**src/rtl/was_pkg.sv**
```systemverilog
// Shared types, constants and time helpers for the weekly alarm scheduler.
package was_pkg;

   localparam int unsigned MINS_PER_HOUR = 60;
   localparam int unsigned MINS_PER_DAY  = 1440;
   localparam int unsigned DAYS_PER_WEEK = 7;
   localparam int unsigned MOD_W         = 11;
   localparam int unsigned MINS_W        = 14;
   localparam int unsigned SUM_W         = 15;

   localparam logic CMD_WRITE = 1'b0;
   localparam logic CMD_TIME  = 1'b1;

   typedef struct packed {
      logic       cmd;
      logic [3:0] slot;
      logic       enable;
      logic [4:0] alarm_hour;
      logic [5:0] alarm_minute;
      logic [7:0] weekday_mask;
      logic [2:0] now_weekday;
      logic [4:0] now_hour;
      logic [5:0] now_minute;
   } req_type;

   typedef struct packed {
      logic              ring;
      logic              found;
      logic [3:0]        next_slot;
      logic [MINS_W-1:0] minutes_until;
   } rsp_type;

   typedef struct packed {
      logic       enable;
      logic [4:0] hour;
      logic [5:0] minute;
      logic [7:0] mask;
   } entry_type;

   typedef struct packed {
      logic              valid;
      logic              last;
      logic              hit;
      logic              ring;
      logic [MINS_W-1:0] mins;
   } eval_type;

   function automatic logic [MOD_W-1:0] minute_of_day(input logic [4:0] hour,
                                                      input logic [5:0] minute);
      logic [4:0] h;
      logic [5:0] m;
      h = (hour > 5'd23) ? 5'd23 : hour;
      m = (minute > 6'd59) ? 6'd59 : minute;
      return MOD_W'(h) * MOD_W'(MINS_PER_HOUR) + MOD_W'(m);
   endfunction

   function automatic logic [2:0] fold_weekday(input logic [2:0] wd);
      return (wd == 3'd7) ? 3'd0 : wd;
   endfunction

   function automatic logic [MINS_W-1:0] day_base(input logic [2:0] k);
      logic [MINS_W-1:0] r;
      case (k)
         3'd1:    r = MINS_W'(1 * MINS_PER_DAY);
         3'd2:    r = MINS_W'(2 * MINS_PER_DAY);
         3'd3:    r = MINS_W'(3 * MINS_PER_DAY);
         3'd4:    r = MINS_W'(4 * MINS_PER_DAY);
         3'd5:    r = MINS_W'(5 * MINS_PER_DAY);
         3'd6:    r = MINS_W'(6 * MINS_PER_DAY);
         3'd7:    r = MINS_W'(7 * MINS_PER_DAY);
         default: r = '0;
      endcase
      return r;
   endfunction

endpackage

```
**src/rtl/was_table.sv**
```systemverilog
// Alarm table memory with per-entry valid bits and a registered read.
module was_table #(
   parameter int unsigned DEPTH = 16,
   parameter int unsigned AW    = 4
) (
   input  logic                  clock,
   input  logic                  reset,
   input  logic                  wr_en,
   input  logic [AW-1:0]         wr_addr,
   input  was_pkg::entry_type    wr_data,
   input  logic                  rd_en,
   input  logic [AW-1:0]         rd_addr,
   output logic                  rd_valid,
   output was_pkg::entry_type    rd_data
);

   was_pkg::entry_type mem [DEPTH];
   logic [DEPTH-1:0]   written_ff;
   was_pkg::entry_type rd_data_ff;
   logic               rd_written_ff;
   logic               rd_valid_ff;

   always_ff @(posedge clock) begin
      if (wr_en) begin
         mem[wr_addr] <= wr_data;
      end
      if (rd_en) begin
         rd_data_ff <= mem[rd_addr];
      end
   end

   always_ff @(posedge clock) begin
      if (reset) begin
         written_ff    <= '0;
         rd_written_ff <= 1'b0;
         rd_valid_ff   <= 1'b0;
      end else begin
         if (wr_en) begin
            written_ff[wr_addr] <= 1'b1;
         end
         rd_valid_ff <= rd_en;
         if (rd_en) begin
            rd_written_ff <= written_ff[rd_addr];
         end
      end
   end

   assign rd_valid = rd_valid_ff;
   assign rd_data  = rd_written_ff ? rd_data_ff : '0;

endmodule

```
**src/rtl/was_scan.sv**
```systemverilog
// Per-entry evaluation: ring match and soonest weekday occurrence, registered.
module was_scan #(
   parameter int unsigned AW = 4
) (
   input  logic                           clock,
   input  logic                           reset,
   input  logic                           in_valid,
   input  logic                           in_last,
   input  logic [AW-1:0]                  in_slot,
   input  was_pkg::entry_type             entry,
   input  logic [was_pkg::MOD_W-1:0]      now_min,
   input  logic [2:0]                     now_wd,
   output was_pkg::eval_type              eval,
   output logic [AW-1:0]                  eval_slot
);

   was_pkg::eval_type             eval_ff;
   was_pkg::eval_type             eval_in;
   logic [AW-1:0]                 slot_ff;
   logic [was_pkg::MOD_W-1:0]     amin;
   logic [6:0]                    active;
   logic                          today;
   logic                          any_day;
   logic [2:0]                    k_sel;
   logic [3:0]                    day_sum;
   logic [2:0]                    day_idx;
   logic [was_pkg::SUM_W-1:0]     later;

   always_comb begin
      amin = was_pkg::minute_of_day(entry.hour, entry.minute);
      for (int d = 0; d < 7; d++) begin
         active[d] = entry.mask[7-d];
      end
      today   = active[now_wd];
      any_day = |active;
      k_sel   = 3'd7;
      for (int k = 6; k >= 1; k--) begin
         day_sum = 4'(now_wd) + 4'(k);
         day_idx = (day_sum >= 4'd7) ? 3'(day_sum - 4'd7) : 3'(day_sum);
         if (active[day_idx]) begin
            k_sel = 3'(k);
         end
      end
      later = was_pkg::SUM_W'(was_pkg::day_base(k_sel)) - was_pkg::SUM_W'(now_min)
              + was_pkg::SUM_W'(amin);

      eval_in.valid = in_valid;
      eval_in.last  = in_last;
      eval_in.hit   = entry.enable && any_day;
      eval_in.ring  = entry.enable && today && (amin == now_min);
      if (today && (amin >= now_min)) begin
         eval_in.mins = was_pkg::MINS_W'(amin - now_min);
      end else begin
         eval_in.mins = was_pkg::MINS_W'(later);
      end
   end

   always_ff @(posedge clock) begin
      if (reset) begin
         eval_ff <= '0;
      end else begin
         eval_ff <= eval_in;
      end
   end

   always_ff @(posedge clock) begin
      slot_ff <= in_slot;
   end

   assign eval      = eval_ff;
   assign eval_slot = slot_ff;

endmodule

```
**src/rtl/weekly_alarm_scheduler.sv**
```systemverilog
// Top level: weekly alarm table with a one-slot-per-cycle next-alarm scan.
//
// channel   ports                    handshake
// request   start, busy, req_data    taken when start high and busy low
// response  rsp_valid, rsp_data      one-cycle strobe, no backpressure
//
// A write item leaves busy low.
// A time item holds busy while it issues one table read per slot through the
// single memory read port, then while the read and evaluate registers drain.
// The result strobes in the cycle busy drops; the next item may start then.
// Reset clears the table through per-slot valid bits.
module weekly_alarm_scheduler #(
   parameter int unsigned NUM_ALARMS = 16
) (
   input  logic              clock,
   input  logic              reset,
   input  logic              start,
   output logic              busy,
   input  was_pkg::req_type  req_data,
   output logic              rsp_valid,
   output was_pkg::rsp_type  rsp_data
);

   localparam int unsigned AW = (NUM_ALARMS > 1) ? $clog2(NUM_ALARMS) : 1;
   localparam logic [AW-1:0] LAST_SLOT = AW'(NUM_ALARMS - 1);

   typedef enum logic [2:0] {
      ST_IDLE  = 3'b001,
      ST_ISSUE = 3'b010,
      ST_WAIT  = 3'b100
   } state_type;

   state_type                   state_ff, state_in;
   logic [AW-1:0]               cnt_ff, cnt_in;
   logic [was_pkg::MOD_W-1:0]   now_min_ff;
   logic [2:0]                  now_wd_ff;
   logic                        issue_last_ff;
   logic [AW-1:0]               issue_slot_ff;
   logic                        ring_ff, ring_in;
   logic                        found_ff, found_in;
   logic [AW-1:0]               best_slot_ff, best_slot_in;
   logic [was_pkg::MINS_W-1:0]  best_mins_ff, best_mins_in;
   logic                        rsp_valid_ff;
   was_pkg::rsp_type            rsp_ff;

   logic                        accept;
   logic                        do_write;
   logic                        do_time;
   logic                        rd_en;
   logic                        rd_valid;
   was_pkg::entry_type          rd_data;
   was_pkg::entry_type          wr_data;
   was_pkg::eval_type           eval;
   logic [AW-1:0]               eval_slot;
   logic                        take;

   assign accept   = start && !busy;
   assign do_write = accept && (req_data.cmd == was_pkg::CMD_WRITE)
                     && (32'(req_data.slot) < NUM_ALARMS);
   assign do_time  = accept && (req_data.cmd == was_pkg::CMD_TIME);
   assign rd_en    = (state_ff == ST_ISSUE);

   assign wr_data.enable = req_data.enable;
   assign wr_data.hour   = req_data.alarm_hour;
   assign wr_data.minute = req_data.alarm_minute;
   assign wr_data.mask   = req_data.weekday_mask;

   was_table #(
      .DEPTH (NUM_ALARMS),
      .AW    (AW)
   ) u_table (
      .clock    (clock),
      .reset    (reset),
      .wr_en    (do_write),
      .wr_addr  (AW'(req_data.slot)),
      .wr_data  (wr_data),
      .rd_en    (rd_en),
      .rd_addr  (cnt_ff),
      .rd_valid (rd_valid),
      .rd_data  (rd_data)
   );

   was_scan #(
      .AW (AW)
   ) u_scan (
      .clock     (clock),
      .reset     (reset),
      .in_valid  (rd_valid),
      .in_last   (issue_last_ff),
      .in_slot   (issue_slot_ff),
      .entry     (rd_data),
      .now_min   (now_min_ff),
      .now_wd    (now_wd_ff),
      .eval      (eval),
      .eval_slot (eval_slot)
   );

   always_comb begin
      state_in = state_ff;
      cnt_in   = cnt_ff;
      case (state_ff)
         ST_IDLE: begin
            if (do_time) begin
               state_in = ST_ISSUE;
               cnt_in   = '0;
            end
         end
         ST_ISSUE: begin
            if (cnt_ff == LAST_SLOT) begin
               state_in = ST_WAIT;
            end else begin
               cnt_in = cnt_ff + 1'b1;
            end
         end
         ST_WAIT: begin
            if (eval.valid && eval.last) begin
               state_in = ST_IDLE;
            end
         end
         default: begin
            state_in = ST_IDLE;
         end
      endcase
   end

   always_comb begin
      take         = eval.valid && eval.hit && (!found_ff || (eval.mins < best_mins_ff));
      ring_in      = ring_ff || (eval.valid && eval.ring);
      found_in     = found_ff || (eval.valid && eval.hit);
      best_slot_in = take ? eval_slot : best_slot_ff;
      best_mins_in = take ? eval.mins : best_mins_ff;
   end

   always_ff @(posedge clock) begin
      if (reset) begin
         state_ff     <= ST_IDLE;
         cnt_ff       <= '0;
         ring_ff      <= 1'b0;
         found_ff     <= 1'b0;
         rsp_valid_ff <= 1'b0;
      end else begin
         state_ff     <= state_in;
         cnt_ff       <= cnt_in;
         rsp_valid_ff <= eval.valid && eval.last;
         if (do_time) begin
            ring_ff  <= 1'b0;
            found_ff <= 1'b0;
         end else begin
            ring_ff  <= ring_in;
            found_ff <= found_in;
         end
      end
   end

   always_ff @(posedge clock) begin
      if (do_time) begin
         now_min_ff   <= was_pkg::minute_of_day(req_data.now_hour, req_data.now_minute);
         now_wd_ff    <= was_pkg::fold_weekday(req_data.now_weekday);
         best_slot_ff <= '0;
         best_mins_ff <= '0;
      end else begin
         best_slot_ff <= best_slot_in;
         best_mins_ff <= best_mins_in;
      end
      issue_last_ff <= (cnt_ff == LAST_SLOT);
      issue_slot_ff <= cnt_ff;
      if (eval.valid && eval.last) begin
         rsp_ff.ring          <= ring_in;
         rsp_ff.found         <= found_in;
         rsp_ff.next_slot     <= found_in ? 4'(best_slot_in) : 4'd0;
         rsp_ff.minutes_until <= found_in ? best_mins_in : '0;
      end
   end

   assign busy      = (state_ff != ST_IDLE);
   assign rsp_valid = rsp_valid_ff;
   assign rsp_data  = rsp_ff;

endmodule

```
**config.mk**
```make
export PLATFORM = sky130hd
export DESIGN_NAME = weekly_alarm_scheduler
export DESIGN_NICKNAME = d
export VERILOG_FILES = /design/src/rtl/was_pkg.sv /design/src/rtl/was_table.sv /design/src/rtl/was_scan.sv /design/src/rtl/weekly_alarm_scheduler.sv
export SDC_FILE = /design/constraint.sdc
export NUM_CORES = 1
export LEC_CHECK = 0
export BUFFER_PORTS_ARGS = -buffer_cell sky130_fd_sc_hd__buf_2
export CAP_MARGIN = 20
export CORE_MARGIN = 5
export CORE_UTILIZATION = 65
export CTS_CLUSTER_SIZE = 20
export DETAILED_ROUTE_END_ITERATION = 7
export PLACE_DENSITY = 0.83
export SETUP_SLACK_MARGIN = 0.1
export SKIP_CTS_REPAIR_TIMING = 1
export SLEW_MARGIN = 25
export SYNTH_ARGS = -nofsm -noshare
export SYNTH_HDL_FRONTEND = slang
export SYNTH_HIERARCHICAL = 1
export SYNTH_SLANG_ARGS = --single-unit
```
**constraint.sdc**
```tcl
create_clock -name clock -period 9.4 [get_ports clock]
set_input_delay 0.94 -clock clock [delete_from_list [all_inputs] [get_ports clock]]
set_output_delay 0.94 -clock clock [all_outputs]
set_load 0.01 [all_outputs]
```
# ---- Word-level counts from Yosys, hierarchy flattened
# Memories as Yosys holds them, arrays and structs flattened. A register that Yosys moved wholly into a read port is not among the register bits.
# Cells that the tools add are included.
dict set report totals {
  reg_bits 107
  ram_bits 320
  inputBits 42
  output_inout_bits 22
  elab_cells 157
  memories 1
}
dict set report classes {
  add_sub_neg 18
  n_mul 2
  n_lt_le_gt_ge 22
  n_eq_ne 18
  muxes 48
  bitwise 2
  reduce_logical 22
}
# name depth word_bits read_ports rd_ports_with_merged_regs write_ports line
set mem_list {}
lappend mem_list {u_table.mem 16 20 1 1 1 was_table.sv:17} ;# was_pkg::entry_type mem [DEPTH];
# cell n
set ops {}
lappend ops {{$pmux 14 s7} 1}
lappend ops {{$mux 3} 12}
lappend ops {{$lt 3x4->1 const B} 7}
lappend ops {{$mux 14} 2}
lappend ops {{$ge 4x3->1 const B} 6}
lappend ops {{$add 11x6->11} 2}
lappend ops {{$bmux 1 s3} 7}
lappend ops {{$mux 20} 1}
lappend ops {{$eq 3x3->1 const B} 6}
lappend ops {{$mul 5x4->9 const B} 2}
lappend ops {{$sub 3x3->3 const B} 6}
lappend ops {{$or 16x16->16} 1}
lappend ops {{$add 14x11->14} 1}
lappend ops {{$lt 14x14->1} 1}
lappend ops {{$sub 14x11->14} 1}
lappend ops {{$add 3x3->4 const B} 3}
lappend ops {{$gt 6x6->1 const B} 2}
lappend ops {{$logic_and 1x1->1} 12}
lappend ops {{$mux 1} 12}
lappend ops {{$mux 4} 3}
lappend ops {{$mux 6} 2}
lappend ops {{$sub 11x11->12} 1}
lappend ops {{$eq 11x11->1} 1}
lappend ops {{$ge 11x11->1} 1}
lappend ops {{24 further kinds} 39}

# ---- Logic depth before layout (Yosys ltp)
# Gate-level depths: netlist of the first run.
dict set report logic_depth {
  word_depth 16
  mapped_depth 25
  mapped_depth_nobuf 23
}

# ---- By module
# The synthesis of the first run kept the hierarchy.
# mod instances cells_per_inst area_each_um2 seq_area_each_um2
set by_module_without_submodules {}
lappend by_module_without_submodules {was_table 1 578 13674.4 10570.1}
lappend by_module_without_submodules {was_scan 1 448 3842.4 440.4}
lappend by_module_without_submodules {weekly_alarm_scheduler 1 367 3796.1 1681.6}

# ---- Least setup slack after synthesis of the first run
# OpenSTA, ideal clock, no wires.
dict set report synth_path {
  path_kind {reg-to-reg}
  startpoint {register u_table.rd_written_ff}
  endpoint {register u_scan.eval_ff (netlist bit u_scan/eval[13])}
  setup_ns 0.091
  arrival_ns 5.850
  required_ns 9.309
  path_slack_ns 3.459
  path_stages_with_launch 23
  n_path_buf 1
  synth_period_minus_slack_ns 5.941
  cell_sequence {dfxtp_1 clkbuf_1 and2_1 nor2b_1 inv_1 fa_1 fa_1 inv_1 ha_1 a21o_1 a2111o_1 o311ai_0 and4_1 xor3_1 fa_1 inv_1 ha_1 and3_1 a221oi_1 o21ai_0 a31o_2 a21o_1 a311oi_1}
}
# item line
set synth_lines {}
lappend synth_lines {{from (decl)} was_table.sv:20} ;# logic rd_written_ff;
lappend synth_lines {{from (signal assigned)} was_table.sv:43} ;# rd_written_ff <= written_ff[rd_addr];
lappend synth_lines {{to (signal assigned)} was_scan.sv:62} ;# eval_ff <= eval_in;
lappend synth_lines {{to (decl)} was_scan.sv:17} ;# was_pkg::eval_type eval_ff;

==> impl_summary.md, run 1 <==
Outcome
The flow ran to the end, and the final reports show no timing, DRC or antenna violations.

Critical path
The cell with the biggest individual delay on the critical path is sky130_fd_sc_hd__dfxtp_1. The maximum fanout along the worst path is 20. The data required time at the worst endpoint is 9.86 ns. The arrival time of the worst setup path is 7.12 ns. The worst setup path is launched from a flop. The sort of element at the end of the critical path is a flop. The delay of the slowest critical-path stage is 0.65 ns. The buffering stage count on the worst path with inverters included is 3. The path type of the worst setup path is flop to flop. The cell family contributing the most delay on the critical path is adder cells. The signal on the critical path passes through and2_1, nor2b_1, inv_1, fa_1, fa_1, inv_1, ha_1, a21o_1, a2111o_1, o311ai_0, and4_1, xor3_1, fa_1, inv_1, ha_1, and3_1, a221oi_1, o21ai_0, a31o_2, a21o_1, a311oi_1.

Synth
The number of nets handed over by synthesis was 1516. The cell count after synthesis is 1370. A synthesized cell averages 15.1 µm². The warning count from the yosys run is 6. The mapped netlist covers 20700 µm².

STA
Hold timing on the final database bottoms out at a slack of 0.325 ns. The count of endpoints failing hold in the final timing report is 0. The time the worst path needs with I/O delays and setup is 6.66 ns. The clock arrives with 0.0239 ns of skew. Setup violations remaining at the end of the flow were counted as 0. The final max-slew violation count is 0.

The actual slew at the worst max-slew pin is 1.01 ns. The fmax is 150 MHz. Setup repair after global routing left no endpoint under its margin. The final setup TNS is 0 ns. The share of the clock period used by the worst path is 0.708.

In this run the tightest slew margin relative to its limit is 0.329.

Place
The congestion estimate from routability-driven global placement came to 0.895. The count of input and output buffers is 62. In this run the cell area measured after placement is 21300 µm². The HPWL after detailed placement is 27500 µm.

Floorplan
The die is 188 µm tall. The die boundary width is 188 µm. The number of top-level pins is 64.

The area of the core is 31500 µm². The initial standard-cell utilization of the core is 0.657. The number of placement rows is 65. The total die area is 35500 µm².

CTS
The clock transition time at the flip-flop clock pins of the worst setup and hold paths is 0.06 ns. The number of clock sinks seen by CTS is 430. The CTS root buffer is sky130_fd_sc_hd__clkbuf_16. In this run the number of H-tree levels came out at 2.

The clock tree from TritonCTS is yes. The buffer depth of the longest clock path is 3. The TritonCTS buffer count is 43.

The clock reaches the later pin of the worst-skew pair after 0.58 ns.

Detailed routing
In the final routed layout, each cell accounts on average for 24.7 µm. Using the TritonRoute via totals, the vias-per-cell ratio works out to 6.46. The count of nets left with antenna violations once routing finished came out at 0. The count of TritonRoute iterations in the first routing pass is 7. The number of remaining DRC errors is 0. The via count is 12100. The first routing iteration left 1101 violations. The final layout contains routed wiring with a total length of 46200 µm.

Power
The worst voltage drop across the vdd grid is 0.000182 V. The power density over the cells is 219 nW/µm². The leakage power total is 8.22 nW.

GRT
The initial antenna violation count is 2. The number of global-route vias before repair was 12300. The total routing resource utilization after global routing is 0.264. The first global-routing pass estimated 71500 µm of wire. For this run the aggregate overflow at the end of global routing stands at 0.

The pin count of the biggest net entering global routing is 84.

Final layout
The antenna diode count is 0. The area growth from synthesis to layout is 9.70%. The post-route cell area is 22700 µm². In the final design database the tool counted 1580 nets. The share of final-layout standard cells stronger than drive strength 1 is 0.181. Once layout is complete, the utilization of the core stands at 0.720.

Job
The total of max-cap violations is 0.

Min path
The path class of the tightest hold or removal check is flop to flop.
[layer usage]
layer | vias to the layer above | share of wire | GRT usage
li1 | 5382 | - | -
met1 | 6067 | 0.37 | 0.326
met2 | 505 | 0.53 | 0.477
met3 | 113 | 0.070 | 0.0450
met4 | 4 | 0.032 | 0.0844
met5 | - | 0.00058 | 0
[sequential cells by signal, summed over array words and instances (netlist names), 3 cells and up]
name	flops
rsp_data	20
state_ff	3
u_table/rd_data_ff	19
u_scan/eval_slot	4
issue_slot_ff	4
now_min_ff	11
u_table/written_ff	16
now_wd_ff	3
u_scan/eval	18
cnt_ff	4
best_slot_ff	4
u_table/mem	304
best_mins_ff	14
[worst paths after layout]
check                                 to                                from  slack, ns  cells past startpoint
max reg2reg   u_scan/eval[13]$_SDFF_PP0_  u_table/rd_written_ff$_SDFFE_PP0P_       2.74                     21
max           u_scan/eval[13]$_SDFF_PP0_  u_table/rd_written_ff$_SDFFE_PP0P_       2.74                     21
min          u_scan/eval_slot[1]$_DFF_P_            issue_slot_ff[1]$_DFF_P_       0.33                      0
min reg2reg  u_scan/eval_slot[1]$_DFF_P_            issue_slot_ff[1]$_DFF_P_       0.33                      0
[metrics by stage]
stage | total power [mW] | std cells | setup slack (ns)
final | 4.96 | 1870 | 2.74
after global routing | 5.22 | 1870 | 2.35
after CTS | 4.99 | 1869 | 2.77
after detailed placement | 3.36 | 1790 | 2.86
after global placement | 3.31 | 1790 | 2.97
after floorplan | 3.12 | 1370 | 3.46
[cell type report]
class,count,area (µm²)
sequential,430,12200
inverter,86,323
clock buffer,53,1110
tap,402,503
timing repair buffer,81,473
multi-input combinational,792,7860
clock inverter,26,215
fill,1894,8800
[cells in the final DEF (no fill, tap or decap), types with 21 or more instances in the layout]
cell type and count:
sky130_fd_sc_hd__mux4_1 41, sky130_fd_sc_hd__fa_1 24, sky130_fd_sc_hd__inv_1 85, sky130_fd_sc_hd__xnor2_1 22, sky130_fd_sc_hd__a21oi_1 47, sky130_fd_sc_hd__clkbuf_16 43
sky130_fd_sc_hd__mux4_2 59, sky130_fd_sc_hd__buf_2 62, sky130_fd_sc_hd__and2_1 21, sky130_fd_sc_hd__dfxtp_1 70, sky130_fd_sc_hd__edfxtp_1 357, sky130_fd_sc_hd__mux2i_1 40
sky130_fd_sc_hd__nor2_1 79, sky130_fd_sc_hd__ha_1 80, sky130_fd_sc_hd__nand2_1 76, sky130_fd_sc_hd__a21o_1 24
[power by group]
group	switching, mW	internal (mW)
combinational	0.621	0.499
clock	0.738	0.886
sequential	0.0650	2.15
total	1.42	3.53
Note: power is estimated with default switching activity, not from simulation.
==> run 2, diff against run 1 <==
--- a/config.mk
+++ b/config.mk
@@ -8,10 +8,10 @@
 export BUFFER_PORTS_ARGS = -buffer_cell sky130_fd_sc_hd__buf_2
 export CAP_MARGIN = 20
 export CORE_MARGIN = 5
-export CORE_UTILIZATION = 65
+export CORE_UTILIZATION = 57
 export CTS_CLUSTER_SIZE = 20
 export DETAILED_ROUTE_END_ITERATION = 7
-export PLACE_DENSITY = 0.83
+export PLACE_DENSITY = 0.77
 export SETUP_SLACK_MARGIN = 0.1
 export SKIP_CTS_REPAIR_TIMING = 1
 export SLEW_MARGIN = 25
==> constraint.sdc (replaced) <==
create_clock -name clock -period 5.9 [get_ports clock]
set_input_delay 0.59 -clock clock [delete_from_list [all_inputs] [get_ports clock]]
set_output_delay 0.59 -clock clock [all_outputs]
set_load 0.01 [all_outputs]
==> run 2 against run 1 <==
Global-route usage shrank 4.4 points. First-iteration DRC count shrank 5.5%. Clock skew grew 0.0033 ns. Largest power group unchanged.
==> impl_summary.md, run 2 (synthesized netlist as in run 1, its figures left out) <==
Floorplan
The area of the core is 35700 µm² (was 31500 µm²). The die boundary width was 200 µm (was 188 µm). The total die area is 40200 µm² (was 35500 µm²).

The vertical die dimension is 200 µm (was 188 µm). The number of placement rows is 69 (was 65). The number of top-level pins was 64 (unchanged). The initial standard-cell utilization of the core is 0.580 (was 0.657).

Detailed routing
The routed length on met1 is 16900 µm (was 17100 µm). The number of remaining DRC errors is 0 (unchanged). The routed wire length on met2 came to 23500 µm (was 24400 µm). The routed via count divided by cell count is 6.10 (was 6.46). The top routing layer in use is met5 (unchanged). The count of TritonRoute iterations in the first routing pass is 5 (was 7).

The sum of met3 wire segment lengths after detailed routing is 3040 µm (was 3220 µm). The via count is 11900 (was 12100). The sum of routed wire length over all layers came to 44700 µm (was 46200 µm). The iteration-0 DRC count of the detailed router is 1040 (was 1101). The remaining antenna violation count is 0 (unchanged). The mean routed wirelength per cell is 23.0 µm (was 24.7 µm).

Place
The final weighted congestion of routability-driven global placement is 0.838 (was 0.895). The post-placement worst setup slack is -0.0291 ns (was 2.86 ns). The HPWL after detailed placement is 26800 µm (was 27500 µm).

The number of instances in the placed design is 1858 (was 1790). The count of input and output buffers was 62 (unchanged).

Critical path
The path type of the worst setup path is flop to flop (unchanged). The startpoint of the worst-slack reg-to-reg timing path was u_table/rd_data_ff[18]$_DFFE_PP_ (was u_table/rd_written_ff$_SDFFE_PP0P_). The sort of element at the end of the critical path is a flop (unchanged). The number of cell instances on the worst register-to-register path is 21 (unchanged).

The kind of start point of the critical path is a flop (unchanged). The worst flop-to-flop path endpoint is u_scan/eval[13]$_SDFF_PP0_ (unchanged). The data required time at the worst endpoint is 6.37 ns (was 9.86 ns). The arrival time of the worst setup path came to 6.05 ns (was 7.12 ns). The maximum fanout along the worst path was 4 (was 20). The setup slack of the most critical reg-to-reg path came to 0.31 ns (was 2.74 ns).

Power
The total power is 8.05 mW (was 4.96 mW). The power density over the cells is 349 nW/µm² (was 219 nW/µm²). The leakage power total came to 8.35 nW (was 8.22 nW). The worst voltage drop across the vdd grid is 0.000280 V (was 0.000182 V).

Job
The total of max-cap violations is 0 (unchanged).

Final layout
The share of final-layout standard cells stronger than drive strength 1 is 0.206 (was 0.181). Commonest cells after routing, fill and taps aside: sky130_fd_sc_hd__edfxtp_1 (357), sky130_fd_sc_hd__inv_1 (82), sky130_fd_sc_hd__nor2_1 (79), sky130_fd_sc_hd__ha_1 (76), sky130_fd_sc_hd__nand2_1 (75) (was sky130_fd_sc_hd__edfxtp_1 (357), sky130_fd_sc_hd__inv_1 (85), sky130_fd_sc_hd__ha_1 (80), sky130_fd_sc_hd__nor2_1 (79), sky130_fd_sc_hd__nand2_1 (76)). The total number of nets in the final design is 1595 (was 1580). The number of flip-flops in the largest register came to 304 (unchanged). The number of cells in the finished layout apart from fillers was 1944 (was 1870). The most frequent standard cell in the layout excluding fill and tap cells is sky130_fd_sc_hd__edfxtp_1 (unchanged).

The growth of design area from synthesis to finish came to 11.5% (was 9.70%). The register with the highest flop count is u_table/mem (unchanged). The total of fill cells in the finished design was 2453 (was 1894).

STA
Setup repair after global routing missed its margin: false (unchanged). The share of the clock period used by the worst path is 0.947 (was 0.708). The final max-slew violation count is 0 (unchanged). The total of endpoints with negative setup slack in the final report is 0 (unchanged).

The final clock skew is 0.0272 ns (was 0.0239 ns). The count of endpoints failing hold in the final timing report is 0 (unchanged). The fmax is 179 MHz (was 150 MHz). The smallest hold slack is 0.293 ns (was 0.325 ns).

The time the worst path needs with I/O delays and setup is 5.59 ns (was 6.66 ns). The max-slew headroom at the worst pin came to 0.313 (was 0.329). The actual slew at the worst max-slew pin was 1.03 ns (was 1.01 ns). The final setup slack of the worst path was 0.313 ns (was 2.74 ns).

CTS
The TritonCTS buffer count is 43 (unchanged). The number of clock sinks seen by CTS is 430 (unchanged). The clock tree from TritonCTS is yes (unchanged). The buffer depth of the longest clock path is 3 (unchanged). The CTS root buffer is sky130_fd_sc_hd__clkbuf_16 (unchanged). The clock transition time at the flip-flop clock pins of the worst setup and hold paths is 0.06 ns (about the same). The H-tree depth is 2 (unchanged). The clock insertion delay at the later pin of the skew report was 0.57 ns (was 0.58 ns).

GRT
The global-route congestion overflow total is 0 (unchanged). The pin count of the biggest net entering global routing was 64 (was 84). The initial antenna violation count is 3 (was 2). The number of global-route vias before repair is 12100 (was 12300).

The global-route wire length before repair came to 69100 µm (was 71500 µm). The total routing resource utilization after global routing came to 0.220 (was 0.264).

Min path
The instance count along the most critical hold path is 2 (was 0). The path category of the worst min-delay check is primary input to flop (was flop to flop). The start point of the worst min-delay path is req_data[0] (was issue_slot_ff[1]$_DFF_P_). The end point of the worst hold path was now_min_ff[0]$_SDFFCE_PP1P_ (was u_scan/eval_slot[1]$_DFF_P_).

Outcome
Outcome: completed (unchanged).
## run 2: area by class of cell
type,count,area [µm²],area share
repair buffers,96,566,0.0245
inverters,86,323,0.0140
diodes,1,2.50,0.000109
clock inverters,23,254,0.0110
clock buffers,55,1130,0.0491
multi-input cells,792,8020,0.348
well taps,461,577,0.0250
flip-flops and latches,430,12200,0.529
## run 2: routing by layer
metal | vias up | track usage
met5 | - | 0.00595
met4 | 4 | 0.0615
met3 | 89 | 0.0365
met2 | 438 | 0.398
met1 | 5906 | 0.275
li1 | 5416 | -
## run 2: how the worst max path moves through the flow
stage	from	end	cells after the start
floorplan	u_table/rd_written_ff$_SDFFE_PP0P_	u_scan/eval[13]$_SDFF_PP0_	23
global placement	u_table/rd_data_ff[17]$_DFFE_PP_	u_scan/eval[13]$_SDFF_PP0_	21
detailed placement	u_table/rd_written_ff$_SDFFE_PP0P_	u_scan/eval[13]$_SDFF_PP0_	23
CTS	u_table/rd_written_ff$_SDFFE_PP0P_	u_scan/eval[13]$_SDFF_PP0_	23
global route	u_table/rd_data_ff[18]$_DFFE_PP_	u_scan/eval[13]$_SDFF_PP0_	21
finish	u_table/rd_data_ff[18]$_DFFE_PP_	u_scan/eval[13]$_SDFF_PP0_	21
## run 2: worst max-delay path: stages, from the launching register on
cell,delay [ns]
sky130_fd_sc_hd__edfxtp_1,0.36
sky130_fd_sc_hd__and2_4,0.19
sky130_fd_sc_hd__a21oi_4,0.17
sky130_fd_sc_hd__inv_2,0.06
sky130_fd_sc_hd__fa_1,0.49
sky130_fd_sc_hd__fa_1,0.53
sky130_fd_sc_hd__ha_1,0.31
sky130_fd_sc_hd__a21o_1,0.17
sky130_fd_sc_hd__a21o_1,0.19
sky130_fd_sc_hd__a2111o_1,0.42
sky130_fd_sc_hd__o311ai_4,0.10
sky130_fd_sc_hd__and4_4,0.27
sky130_fd_sc_hd__xor3_2,0.28
sky130_fd_sc_hd__fa_1,0.56
sky130_fd_sc_hd__inv_2,0.05
sky130_fd_sc_hd__ha_4,0.23
sky130_fd_sc_hd__buf_4,0.15
sky130_fd_sc_hd__a221oi_2,0.24
sky130_fd_sc_hd__o21ai_1,0.13
sky130_fd_sc_hd__a31o_2,0.23
sky130_fd_sc_hd__a21o_1,0.15
sky130_fd_sc_hd__a311oi_1,0.23
## run 2: power by group
part	total (mW)	switching, mW	internal (mW)
sequential	3.54	0.116	3.42
clock	2.68	1.14	1.54
combinational	1.83	0.975	0.854
## run 2: stage by stage
| step | setup TNS, ns | instance area, µm² | util |
|---|---|---|---|
| global route | 0 | 23100 | 0.647 |
| finish | 0 | 23100 | 0.647 |
| floorplan | 0 | 20700 | - |
| detailed placement | -0.0291 | 21500 | 0.603 |
| CTS | -0.0448 | 22900 | 0.641 |
| global placement | 0 | 21500 | 0.603 |
==> run 3, diff against run 2 <==
--- a/config.mk
+++ b/config.mk
@@ -7,6 +7,7 @@
 export LEC_CHECK = 0
 export BUFFER_PORTS_ARGS = -buffer_cell sky130_fd_sc_hd__buf_2
 export CAP_MARGIN = 20
+export CORE_ASPECT_RATIO = 1.4
 export CORE_MARGIN = 5
 export CORE_UTILIZATION = 57
 export CTS_CLUSTER_SIZE = 20
==> run 3 against run 2 <==
Hold slack improved by 0.029 ns. Via count fell by 1.0%. Register-to-register slack barely moved. Power fell by 2.5%. Flip-flop and latch count did not move. Maximum frequency fell by 0.19%. Count of clock-buffer cells in the layout fell by 4. Combinational power rose by 3%. Clock skew fell by 0.0039 ns.
==> impl_summary.md, run 3 (synthesized netlist as in run 1, its figures left out) <==
Final layout
The multi-input logic area is 7970 µm² (was 8020 µm²). The register with the highest flop count is u_table/mem (unchanged). The growth of design area from synthesis to finish is 10.7% (was 11.5%). The total number of nets in the final design is 1591 (was 1595). The number of flip-flops in the largest register is 304 (unchanged). The total of fill cells in the finished design is 2518 (was 2453). Commonest cells after routing, fill and taps aside: sky130_fd_sc_hd__edfxtp_1 (357), sky130_fd_sc_hd__inv_1 (84), sky130_fd_sc_hd__nor2_1 (79), sky130_fd_sc_hd__ha_1 (78), sky130_fd_sc_hd__nand2_1 (75) (was sky130_fd_sc_hd__edfxtp_1 (357), sky130_fd_sc_hd__inv_1 (82), sky130_fd_sc_hd__nor2_1 (79), sky130_fd_sc_hd__ha_1 (76), sky130_fd_sc_hd__nand2_1 (75)).

The area of all sequential standard cells was 12200 µm² (unchanged). The most frequent standard cell in the layout excluding fill and tap cells is sky130_fd_sc_hd__edfxtp_1 (unchanged). The share of final-layout standard cells stronger than drive strength 1 is 0.201 (was 0.206).

Detailed routing
The sum of routed wire length over all layers came to 42500 µm (was 44700 µm). The number of remaining DRC errors is 0 (unchanged). The routed wire length on met2 is 23200 µm (was 23500 µm). The mean routed wirelength per cell was 22.0 µm (was 23.0 µm). The top routing layer in use is met5 (unchanged). The via count is 11700 (was 11900). The count of TritonRoute iterations in the first routing pass came to 7 (was 5). The remaining antenna violation count was 0 (unchanged). The routed length on met1 was 15900 µm (was 16900 µm). The iteration-0 DRC count of the detailed router is 805 (was 1040). The routed via count divided by cell count is 6.06 (was 6.10). The sum of met3 wire segment lengths after detailed routing is 1810 µm (was 3040 µm).

Critical path
The sort of element at the end of the critical path is a flop (unchanged). The cell with the biggest individual delay on the critical path is sky130_fd_sc_hd__fa_1 (unchanged). The buffering stage count on the worst path with inverters included is 2 (was 3). The delay of the slowest critical-path stage is 0.58 ns (was 0.56 ns). The arrival time of the worst setup path came to 6.04 ns (was 6.05 ns).

The maximum fanout along the worst path is 3 (was 4). The path type of the worst setup path was flop to flop (unchanged). Cell-by-cell trace of the critical path: and2_4, a21oi_4, inv_2, fa_1, fa_1, ha_1, a21o_1, a21o_1, a2111o_1, o311ai_2, and4_1, xor3_1, fa_1, inv_1, ha_1, and3_1, a221oi_2, o21ai_1, a31o_2, a21o_1, a311oi_2 (was and2_4, a21oi_4, inv_2, fa_1, fa_1, ha_1, a21o_1, a21o_1, a2111o_1, o311ai_4, and4_4, xor3_2, fa_1, inv_2, ha_4, buf_4, a221oi_2, o21ai_1, a31o_2, a21o_1, a311oi_1).

The cell family contributing the most delay on the critical path is adder cells (unchanged). The kind of start point of the critical path was a flop (unchanged). The data required time at the worst endpoint is 6.35 ns (was 6.37 ns).

CTS
The number of clock sinks seen by CTS was 430 (unchanged). The clock transition time at the flip-flop clock pins of the worst setup and hold paths came to 0.06 ns (about the same). The clock insertion delay at the later pin of the skew report is 0.55 ns (was 0.57 ns).

The buffer depth of the longest clock path was 3 (unchanged). The H-tree depth is 2 (unchanged). The clock tree from TritonCTS is yes (unchanged). The CTS root buffer is sky130_fd_sc_hd__clkbuf_16 (unchanged). The TritonCTS buffer count was 39 (was 43).

Floorplan
The initial standard-cell utilization of the core is 0.577 (was 0.580). The total die area is 40200 µm² (about the same). The vertical die dimension is 235 µm (was 200 µm). The number of top-level pins is 64 (unchanged). The die boundary width came to 171 µm (was 200 µm). The number of placement rows is 82 (was 69). The area of the core was 35800 µm² (was 35700 µm²).

STA
The fmax is 179 MHz (about the same). The time the worst path needs with I/O delays and setup is 5.60 ns (was 5.59 ns). The final max-slew violation count came to 0 (unchanged). The final setup TNS is 0 ns (unchanged). The max-slew headroom at the worst pin was 0.309 (was 0.313). The share of the clock period used by the worst path is 0.949 (was 0.947). The count of endpoints failing hold in the final timing report was 0 (unchanged). The smallest hold slack is 0.321 ns (was 0.293 ns). The total of endpoints with negative setup slack in the final report was 0 (unchanged). The actual slew at the worst max-slew pin came to 1.04 ns (was 1.03 ns). Setup repair after global routing missed its margin: false (unchanged). The final clock skew is 0.0233 ns (was 0.0272 ns). The final setup slack of the worst path is 0.303 ns (was 0.313 ns).

GRT
The global-route wire length before repair came to 66700 µm (was 69100 µm). The pin count of the biggest net entering global routing is 59 (was 64). The global-route congestion overflow total is 0 (unchanged). The total routing resource utilization after global routing is 0.214 (was 0.220). The number of global-route vias before repair is 12100 (about the same).

The initial antenna violation count is 1 (was 3).

Power
The combinational power share was 0.239 (was 0.227). The internal power consumption is 5.65 mW (was 5.82 mW). The portion of total power attributed to the clock network is 0.313 (was 0.333). The sequential cell fraction of total power was 0.448 (was 0.440). The leakage power total is 8.29 nW (was 8.35 nW).

The switching part of the total is 0.279 (was 0.277). The worst voltage drop across the vdd grid is 0.000299 V (was 0.000280 V). The power density over the cells is 343 nW/µm² (was 349 nW/µm²).

The total net switching power is 2.19 mW (was 2.23 mW). The total power is 7.84 mW (was 8.05 mW).

Place
The HPWL after detailed placement is 26700 µm (was 26800 µm). The count of input and output buffers came to 62 (unchanged). The post-placement worst setup slack is 0.0591 ns (was -0.0291 ns). The final weighted congestion of routability-driven global placement is 0.896 (was 0.838).

Min path
The path category of the worst min-delay check was primary input to flop (unchanged).

Outcome
Outcome: completed (unchanged).

Job
The total of max-cap violations is 0 (unchanged).
[run 3: cell types whose count changed in the layout (fill, tap and decap cells not counted), moves of 2 or more]
cell,before,now
sky130_fd_sc_hd__clkbuf_1,11,8
sky130_fd_sc_hd__clkbuf_16,43,40
sky130_fd_sc_hd__clkinv_1,9,6
sky130_fd_sc_hd__nor2_2,1,4
sky130_fd_sc_hd__nor2_4,11,8
sky130_fd_sc_hd__bufinv_16,4,2
sky130_fd_sc_hd__clkbuf_8,1,3
sky130_fd_sc_hd__ha_1,76,78
sky130_fd_sc_hd__inv_1,82,84
sky130_fd_sc_hd__inv_2,3,1
[run 3: layout make-up]
| class | instances | share of cell area |
|---|---|---|
| multi-input cells | 792 | 0.348 |
| clock buffers | 51 | 0.0468 |
| well taps | 462 | 0.0253 |
| flip-flops and latches | 430 | 0.533 |
| inverters | 86 | 0.0141 |
| clock inverters | 18 | 0.00732 |
| repair buffers | 96 | 0.0256 |
| diodes | 1 | 0.000109 |
[run 3: worst paths after layout]
check	from	endpoint	slack [ns]	depth (start not counted)
hold / removal	req_data[0]	now_min_ff[0]$_SDFFCE_PP1P_	0.32	2
setup / recovery	u_table/rd_data_ff[18]$_DFFE_PP_	u_scan/eval[13]$_SDFF_PP0_	0.30	21
setup reg to reg	u_table/rd_data_ff[18]$_DFFE_PP_	u_scan/eval[13]$_SDFF_PP0_	0.30	21
hold reg to reg	issue_slot_ff[3]$_DFF_P_	u_scan/eval_slot[3]$_DFF_P_	0.33	0
[run 3: through the flow]
stage | instance area [µm²] | util | cells
2_1_floorplan | 20700 | - | 1370
3_3_place_gp | 21500 | 0.601 | 1864
3_5_place_dp | 21500 | 0.601 | 1864
4_1_cts | 22700 | 0.635 | 1933
5_1_grt | 22900 | 0.639 | 1935
6_report | 22900 | 0.639 | 1936
[run 3: routing by layer]
metal	track usage	vias to the layer above
met3	0.0269	102
met5	0	-
met1	0.253	5883
met4	0.0817	2
li1	-	5398
met2	0.393	344
[run 3: power groups by stage]
stage	combinational (mW)	clock (mW)	sequential, mW
floorplan	1.44	0	3.53
global placement	1.75	0	3.61
detailed placement	1.80	0	3.61
CTS	1.81	2.51	3.55
global route	2.07	2.63	3.52
finish	1.88	2.46	3.51
[run 3: worst reg2reg max path: cells and delay by family (launching register included)]
kind | cells | cell delay [ns]
adder cells (fa/ha/maj) | 5 | 2.12
flip-flops | 1 | 0.36
AO/OA/AOI/OAI | 10 | 2.02
XOR/XNOR | 1 | 0.26
AND/OR/NAND/NOR | 3 | 0.66
buffers and inverters | 2 | 0.10
